`src/rtl/tqr_pkg.sv`:
```
`timescale 1ns / 1ps
// ----------------------------------------------------------------------------
// tqr_pkg
// Shared types and defaults for the thread queue with removal by id.
// ----------------------------------------------------------------------------
package tqr_pkg;

  localparam int unsigned DEPTH_DEF   = 16;
  localparam int unsigned ID_BITS_DEF = 16;

  typedef enum logic [1:0] {
    OP_APPEND = 2'd0,
    OP_TAKE   = 2'd1,
    OP_REMOVE = 2'd2,
    OP_LOOKUP = 2'd3
  } op_e;

  typedef enum logic [1:0] {
    ST_OK      = 2'd0,
    ST_EMPTY   = 2'd1,
    ST_MISSING = 2'd2,
    ST_FULL    = 2'd3
  } status_e;

  typedef enum logic [2:0] {
    S_IDLE,
    S_TAKE,
    S_SCAN,
    S_SHIFT,
    S_DONE
  } state_e;

endpackage

```
`src/rtl/thread_queue_remove_by_id.sv`:
```
`timescale 1ns / 1ps
// ----------------------------------------------------------------------------
// thread_queue_remove_by_id
// Ordered thread-id queue: append, take head, remove by id, look up by id.
// ----------------------------------------------------------------------------
// usage
//   input channel: op_i and thread_id_i with in_valid_i; a transfer happens
//   when in_valid_i is high and in_stall_o is low. in_stall_o is high while
//   an operation is in flight, so one operation is worked on at a time.
//   output channel: status_o, result_id_o, occupancy_o with out_valid_o; a
//   transfer happens when out_valid_o is high and out_stall_i is low.
//   every operation gives exactly one result.
// sequence (input transfer to result on the output register)
//   append goes straight to the done step; take head reads the head in a
//   take step; remove and look up scan from the head, and removing any
//   entry but the last also moves each later entry forward one slot. the
//   ids live in a circular buffer in a one-port-read, one-port-write memory
//   with a registered read; the scan and the gap closing walk it one entry
//   a cycle; the next input can be taken in the cycle after the result loads.
// reset: queue empty, output register empty. memory contents are not
//   cleared; only entries below the count are ever used.
// stall: a finished result waits in the pending stage until the output
//   register is free; meanwhile no new input transfer is taken.
// ----------------------------------------------------------------------------
module thread_queue_remove_by_id
  import tqr_pkg::*;
#(
  parameter int unsigned DEPTH   = DEPTH_DEF,
  parameter int unsigned ID_BITS = ID_BITS_DEF
) (
  input  logic        clk_i,
  input  logic        rst_ni,
  input  logic        in_valid_i,
  output logic        in_stall_o,
  input  logic [1:0]  op_i,
  input  logic [15:0] thread_id_i,
  output logic        out_valid_o,
  input  logic        out_stall_i,
  output logic [1:0]  status_o,
  output logic [15:0] result_id_o,
  output logic [4:0]  occupancy_o
);

  localparam int unsigned AW = $clog2(DEPTH);
  localparam int unsigned CW = AW + 1;
  localparam logic [CW-1:0] DepthC = CW'(DEPTH);

  // id storage
  logic [ID_BITS-1:0] mem_q [DEPTH];
  logic [ID_BITS-1:0] rdata_q;
  logic               rd_en;
  logic [AW-1:0]      rd_addr;
  logic               we;
  logic [AW-1:0]      wa;
  logic [ID_BITS-1:0] wd;

  // control
  state_e             state_q, state_d;
  op_e                op_q, op_d;
  logic [ID_BITS-1:0] key_q, key_d;
  logic [AW-1:0]      head_q, head_d;
  logic [CW-1:0]      count_q, count_d;
  logic [CW-1:0]      off_q, off_d;

  // pending result
  status_e            res_status_q, res_status_d;
  logic [15:0]        res_id_q, res_id_d;

  // output register
  logic               out_valid_q, out_valid_d;
  status_e            out_status_q, out_status_d;
  logic [15:0]        out_id_q, out_id_d;
  logic [4:0]         out_occ_q, out_occ_d;

  logic               accept;
  logic               empty;
  logic               full;
  logic               match;
  logic               last;
  logic               out_free;
  logic [ID_BITS-1:0] key_in;
  op_e                op_in;

  // logical offset from head to physical slot
  function automatic logic [AW-1:0] phys(input logic [AW-1:0] head,
                                         input logic [CW-1:0] off);
    logic [CW-1:0] sum;
    sum = CW'(head) + off;
    if (sum >= DepthC) begin
      sum = sum - DepthC;
    end
    return sum[AW-1:0];
  endfunction

  assign accept   = (state_q == S_IDLE) && in_valid_i;
  assign empty    = (count_q == '0);
  assign full     = (count_q == DepthC);
  assign match    = (rdata_q == key_q);
  assign last     = (off_q == count_q - CW'(1));
  assign out_free = !out_valid_q || !out_stall_i;
  assign key_in   = ID_BITS'(thread_id_i);
  assign op_in    = op_e'(op_i);

  // next state
  always_comb begin
    state_d = state_q;
    unique case (state_q)
      S_IDLE: begin
        if (in_valid_i) begin
          unique case (op_in)
            OP_APPEND: state_d = S_DONE;
            OP_TAKE:   state_d = empty ? S_DONE : S_TAKE;
            OP_REMOVE,
            OP_LOOKUP: state_d = empty ? S_DONE : S_SCAN;
            default:   state_d = S_DONE;
          endcase
        end
      end
      S_TAKE: state_d = S_DONE;
      S_SCAN: begin
        if (match) begin
          state_d = (op_q == OP_REMOVE && !last) ? S_SHIFT : S_DONE;
        end else if (last) begin
          state_d = S_DONE;
        end
      end
      S_SHIFT: begin
        if (last) begin
          state_d = S_DONE;
        end
      end
      S_DONE: begin
        if (out_free) begin
          state_d = S_IDLE;
        end
      end
      default: state_d = S_IDLE;
    endcase
  end

  // datapath and memory control
  always_comb begin
    op_d         = op_q;
    key_d        = key_q;
    head_d       = head_q;
    count_d      = count_q;
    off_d        = off_q;
    res_status_d = res_status_q;
    res_id_d     = res_id_q;
    rd_en        = 1'b0;
    rd_addr      = phys(head_q, off_q + CW'(1));
    we           = 1'b0;
    wa           = phys(head_q, count_q);
    wd           = key_in;
    out_valid_d  = out_valid_q && out_stall_i;
    out_status_d = out_status_q;
    out_id_d     = out_id_q;
    out_occ_d    = out_occ_q;

    unique case (state_q)
      S_IDLE: begin
        if (accept) begin
          op_d         = op_in;
          key_d        = key_in;
          off_d        = '0;
          rd_en        = 1'b1;
          rd_addr      = head_q;
          res_id_d     = '0;
          res_status_d = ST_OK;
          unique case (op_in)
            OP_APPEND: begin
              if (full) begin
                res_status_d = ST_FULL;
              end else begin
                we      = 1'b1;
                count_d = count_q + CW'(1);
              end
            end
            OP_TAKE: begin
              if (empty) begin
                res_status_d = ST_EMPTY;
              end
            end
            OP_REMOVE,
            OP_LOOKUP: begin
              if (empty) begin
                res_status_d = ST_MISSING;
              end
            end
            default: res_status_d = ST_OK;
          endcase
        end
      end
      S_TAKE: begin
        res_id_d = 16'(rdata_q);
        head_d   = phys(head_q, CW'(1));
        count_d  = count_q - CW'(1);
      end
      S_SCAN: begin
        if (match) begin
          res_id_d = 16'(rdata_q);
          if (op_q == OP_REMOVE) begin
            if (last) begin
              count_d = count_q - CW'(1);
            end else begin
              rd_en = 1'b1;
              off_d = off_q + CW'(1);
            end
          end
        end else if (last) begin
          res_status_d = ST_MISSING;
        end else begin
          rd_en = 1'b1;
          off_d = off_q + CW'(1);
        end
      end
      S_SHIFT: begin
        // move the entry just read one slot toward the head
        we = 1'b1;
        wa = phys(head_q, off_q - CW'(1));
        wd = rdata_q;
        if (last) begin
          count_d = count_q - CW'(1);
        end else begin
          rd_en = 1'b1;
          off_d = off_q + CW'(1);
        end
      end
      S_DONE: begin
        if (out_free) begin
          out_valid_d  = 1'b1;
          out_status_d = res_status_q;
          out_id_d     = res_id_q;
          out_occ_d    = 5'(count_q);
        end
      end
      default: ;
    endcase
  end

  always_ff @(posedge clk_i) begin
    if (we) begin
      mem_q[wa] <= wd;
    end
    if (rd_en) begin
      rdata_q <= mem_q[rd_addr];
    end
  end

  always_ff @(posedge clk_i or negedge rst_ni) begin
    if (!rst_ni) begin
      state_q     <= S_IDLE;
      head_q      <= '0;
      count_q     <= '0;
      out_valid_q <= 1'b0;
    end else begin
      state_q     <= state_d;
      head_q      <= head_d;
      count_q     <= count_d;
      out_valid_q <= out_valid_d;
    end
  end

  always_ff @(posedge clk_i) begin
    op_q         <= op_d;
    key_q        <= key_d;
    off_q        <= off_d;
    res_status_q <= res_status_d;
    res_id_q     <= res_id_d;
    out_status_q <= out_status_d;
    out_id_q     <= out_id_d;
    out_occ_q    <= out_occ_d;
  end

  assign in_stall_o  = (state_q != S_IDLE);
  assign out_valid_o = out_valid_q;
  assign status_o    = out_status_q;
  assign result_id_o = out_id_q;
  assign occupancy_o = out_occ_q;

endmodule
```
`config.mk`:
```
export PLATFORM = sky130hd
export DESIGN_NAME = thread_queue_remove_by_id
export DESIGN_NICKNAME = d
export VERILOG_FILES = /design/src/rtl/tqr_pkg.sv /design/src/rtl/thread_queue_remove_by_id.sv
export SDC_FILE = /design/constraint.sdc
export NUM_CORES = 1
export LEC_CHECK = 0
export BUFFER_PORTS_ARGS = -buffer_cell sky130_fd_sc_hd__buf_2
export CAP_MARGIN = 20
export CORE_UTILIZATION = 60
export DETAILED_ROUTE_END_ITERATION = 12
export PLACE_DENSITY = 0.86
export SLEW_MARGIN = 5
export SYNTH_ARGS = -nofsm -noshare
export SYNTH_HDL_FRONTEND = slang
export SYNTH_SLANG_ARGS = --single-unit
export TNS_END_PERCENT = 10
```
`constraint.sdc`:
```
create_clock -name clk_i -period 3.7 [get_ports clk_i]
set_input_delay 0.185 -clock clk_i [delete_from_list [all_inputs] [get_ports clk_i]]
set_output_delay 0.185 -clock clk_i [all_outputs]
set_load 0.05 [all_outputs]
```
======== Word-level counts from Yosys, hierarchy flattened ========
Memories as Yosys holds them, arrays and structs flattened. A register that Yosys moved wholly into a read port is not among the register bits.
Index checks and enable logic that the tools add are counted.
word-level totals
  register bits ........................... 77
  bits in latches ......................... 0
  RAM bits ................................ 256
  ROM bits ................................ 0
  input port bits ......................... 22
  output and inout port bits .............. 25
  word-level logic and storage cells ...... 126
  memories kept ........................... 1
cells by class
  add/subtract/negate cells ............... 12
  multiply operators ...................... 0
  divide/modulo/power cells ............... 0
  order comparisons ....................... 4
  equal/unequal tests ..................... 21
  shift-type cells ........................ 0
  multiplexer cells ....................... 53
  bitwise logic cells ..................... 0
  reduce and logical (&&, ||, !) cells .... 23
memory list
  name   words  bits a word  read ports  clocked after memory_dff  wr ports  RTL line                         source
  mem_q  16     16           1           1                         1         thread_queue_remove_by_id.sv:49  logic [ID_BITS-1:0] mem_q [DEPTH];
operators with widths
  operator               number
  $mux W5                10
  $mux W16               3
  $pmux W16 S3           1
  $mux W4                7
  $mux W3                7
  $ge A5 B5 Y1 const B   4
  $pmux W5 S4            1
  $eq A16 B16 Y1         1
  $ne A2 B2 Y1 const B   8
  $sub A4 B1 Y4 const B  4
  $add A4 B5 Y5          3
  $pmux W3 S5            1
  $pmux W5 S3            1
  $mux W1                12
  $add A5 B1 Y5 const B  2
  $mux W2                5
  $sub A5 B1 Y5 const B  2
  $pmux W3 S3            1
  $reduce_bool A3 Y1     3
  $eq A2 B2 Y1 const B   3
  $eq A3 B2 Y1 const B   2
  $pmux W2 S3            1
  $reduce_and A2 Y1      3
  $reduce_and A3 Y1      2
  22 further kinds       26

======== Longest topological paths before layout ========
  depth after elaboration ................. 7
  mapped depth ............................ 11
  depth with buffers taken out ............ 11

======== Worst setup path before layout ========
OpenSTA, ideal clock, no wires.
  path type ............................... reg2reg
  from .................................... register head_q[1]
  to ...................................... memory mem_q[1][0] (netlist bit), enable pin
  setup time .............................. 0.388 ns
  arrival time ............................ 2.956 ns
  required time ........................... 3.312 ns
  path slack .............................. 0.356 ns
  stages on the path, launching flop included .. 12
  path buffers ............................ 0
  clock period less this slack ............ 3.344 ns
  path through ............................ dfrtp_1 -> inv_1 -> ha_1 -> inv_1 -> ha_1 -> fa_1 -> xor2_1 -> xnor2_1 -> nor2_1 -> a21oi_1 -> xnor2_1 -> nor2_1
on the way
  cells in the longest elaborated chain, start to end .. 4
  elaborated cells on any way between the ends .. 9
  those cells by class .................... 4 x add/sub; 2 x order compare; 3 x mux
ends and longest elaborated chain
  element                                               RTL line                                                          source
  from (decl)                                           thread_queue_remove_by_id.sv:61                                   logic [AW-1:0] head_q, head_d;
  from (signal assigned)                                thread_queue_remove_by_id.sv:253                                  head_q <= '0;
  from (signal assigned)                                thread_queue_remove_by_id.sv:258                                  head_q <= head_d;
  $add A4 B5 Y5                                         thread_queue_remove_by_id.sv:88                                   sum = CW'(head) + off;
  $sub A4 B1 Y4 / $ge A5 B5 Y1 (equally long branches)  thread_queue_remove_by_id.sv:90, thread_queue_remove_by_id.sv:89
  $mux W4                                               thread_queue_remove_by_id.sv:89                                   if (sum >= DepthC) begin
  $mux W4 (*)                                           thread_queue_remove_by_id.sv:160                                  unique case (state_q)
  to (decl)                                             thread_queue_remove_by_id.sv:49
Every way passes the cells marked *; elsewhere a longest branch is shown, timed or not.

======== Final worst setup path ========
  from .................................... register head_q[1]
  to ...................................... memory mem_q[8][4] (netlist bit), enable pin
Same word-level chain as after synthesis.

==> flow_summary.toml <==
[timing]
final-max-slew-violation-count = 0
clock.fmax_ghz = 0.287
fin_crit_ns = 3.49
final_hold_viol_count = 0
relSlewSlack = 0.261
clock_skew_ns = 0.0202
rsz0062_at_grt = "no"
tns_ns = 0
finalSetupViolations = 0
worstMarginPinSlew_ns = 1.10
min_period_over_period = 0.942

[setup_path]
worstPathBufferInverterCount = 3
crit_path_end_kind = "flop"
critPathKind = "reg2reg"
path_cells = "inv_1 -> ha_1 -> inv_1 -> ha_1 -> fa_1 -> xor2_1 -> xnor2_1 -> nor2_1 -> a21oi_1 -> xnor2_1 -> and3_1 -> buf_4"
start_kind = "flop"
slowest_delay_ns = 0.58
cp_slowest_cell = "xnor2_1"
cp.arrival_ns = 3.67
crit_fanout = 16
critical_path.top_delay_family = "XOR/XNOR gates"
cp.required_ns = 3.88

[clock_tree]
clock_path_buffers = 3
clk_latency_ns = 0.52
cts.clk_slew.worst_paths_ns = 0.06
clock-root-buffer = "clkbuf_16"
cts_resized = 0
numClockSinks = 349
cts_made_buffers = 34
cts_setup_buffers = 0
cts_tree = "yes"
postCtsHoldBufs = 20
h-tree-depth = 2

[die]
initial_core_util = 0.610
core_area_sq_um = 23400
fp-row-count = 56
die-height_um = 156
die_area_sq_um = 24400
die_width_um = 156
io_pins = 47

[logic_synthesis]
synth_top_area_share = 0.706
synth.cell_area_sq_um = 14300
synth_fa_ha_area_frac = 0.0165
synth.distinct_cells = 48
synth-compound-area-share = 0.0440
yosys.area_share.simple = 0.0470
synthArstFlopShare = 0.0372
yosys.area.top_type = "edfxtp_1"
yosysWarnings = 0
synth_seq_cells = 349
synthMuxAreaShare = 0.117
synth_top_family_by_area = "multiplexers"
ys_top_cells_by_area = "edfxtp_1 71%, mux4_2 10%, o21ai_0 2.6%"
synth_edf_count = 336
synth_seq_area_share = 0.729
synthXorXnorAreaFrac = 0.0270
avgSynthCellArea_sq_um = 18.0
synth_nets = 833
syn_inst = 794
ys.flop_type = "edfxtp_1"

[global_routing]
grt_pass1_vias = 8148
grt_pass1_wl_um = 50800
antenna_found_initial = 1
grt-ovfl-total = 0
grtUsageTotal = 0.288
grt_max_degree = 52

[route]
postRouteAntennaNets = 0
drt_iter0_drc = 1175
avgRoutedWirePerCell_um = 27.3
vias_per_cell = 6.58
dr_total_vias = 8153
wl_um = 33800
drc = 0
dr.pass1.iters = 6

[min_path]
hold_path_class = "in2async"

[cells_and_area]
instances_no_fill = 1239
fin_util = 0.695
antenna_cells = 0
final_layout_size_suffix_gt1_frac = 0.234
nFillCells = 1347
fin_nets = 936
areaGrowthSynthToFinish_pct = 14.0

[place]
dp_cells = 1160
post-dp-hpwl_um = 19900
gp_congestion = 0.884
io_buffers = 46

[pwr]
p_per_area_nw_per_um2 = 935
irDropWorstVdd_mv = 0.989
p_leak_nw = 5.49

[job]
maxCapViolations = 0

[run_status]
status = "complete, no violations"
[kinds of logic (layout without fill, tap and decap cells)]
kind of cell | after synthesis | in the layout
XOR/XNOR | 44 | 44
AO/OA/AOI/OAI | 113 | 113
flip-flops | 349 | 349
multiplexers | 85 | 85
adder cells (fa/ha/maj) | 17 | 17
buffers and inverters | 56 | 182
AND/OR/NAND/NOR | 130 | 130
[through the flow]
step	cell area (sq um)	hold slack, ns	setup slack [ns]	power, mW
3_3_place_gp	15000	0.105	0.500	11.5
5_1_grt	16300	0.151	0.181	15.8
2_1_floorplan	14300	-0.111	0.356	10.0
3_5_place_dp	15000	0.110	0.389	11.7
4_1_cts	16300	0.108	0.327	15.1
6_report	16300	0.109	0.213	15.2
[final cells by class]
type,instances,area (sq um),share of cell area
well taps,319,399,0.0245
clock inverters,16,113,0.00692
inverters,21,78.8,0.00484
repair buffers,102,726,0.0446
flip-flops and latches,349,10400,0.640
clock buffers,43,906,0.0557
multi-input cells,389,3640,0.224
[Yosys cell counts (7+ instances only)]
library cell	n
inv_1	19
a21oi_1	14
nand2_1	23
clkbuf_1	16
mux4_2	64
edfxtp_1	336
and2_1	17
nor2_1	35
buf_2	9
mux2_2	17
xnor2_1	16
o21ai_0	75
nand4_1	21
xor2_1	28
nand3_1	8
dfrtp_1	13
buf_6	7
ha_1	14
[final timing paths]
check,slack (ns),depth (start not counted),startpoint,to
max in group asynchronous,3.32,2,rst_ni,head_q[1]
setup / recovery,0.21,12,head_q[1],mem_q[8][4]
setup reg to reg,0.21,12,head_q[1],mem_q[8][4]
hold reg to reg,0.42,0,res_id_q[2],result_id_o[2]
min in group clk_i,0.16,3,in_valid_i,state_q[1]
hold / removal,0.11,2,rst_ni,head_q[2]
[sequential cells by signal, summed over array words and instances, names as in the netlist]
signal,cells
head_q,4
occupancy_o,5
state_q,3
res_status_q,2
op_q,2
count_q,5
result_id_o,16
key_q,16
status_o,2
mem_q,256
off_q,5
out_valid_o,1
res_id_q,16
rdata_q,16
[metal layers]
layer  global-route usage  part of all wire
met3               0.0559              0.11
met1                0.385              0.36
met4                0.111             0.037
met5                    0           0.00038
met2                0.475              0.49
[cells in the final DEF, fill, tap and decap left out, types with 5 or more instances in the layout]
cell / count
a21oi_1: 13
clkinv_1: 6
buf_2: 46
clkinv_2: 6
nand3_1: 8
buf_4: 34
dlygate4sd3_1: 20
mux2_2: 17
dfrtp_1: 13
nand4_1: 21
nor3_1: 5
ha_1: 14
clkbuf_1: 8
xnor2_1: 16
nand2_1: 23
o21a_1: 5
mux4_2: 64
nor2_1: 35
o21ai_0: 75
nor4_1: 5
xor2_1: 28
clkbuf_16: 35
edfxtp_1: 336
and2_1: 17
inv_1: 19
[power by group]
part	switching (mW)	leakage [nW]	internal, mW
Combinational	3.86	1.75	2.57
Clock	1.41	0.499	1.81
Sequential	0.400	3.24	5.17
Total	5.67	5.49	9.55
Power figures use the tool's default switching activity.
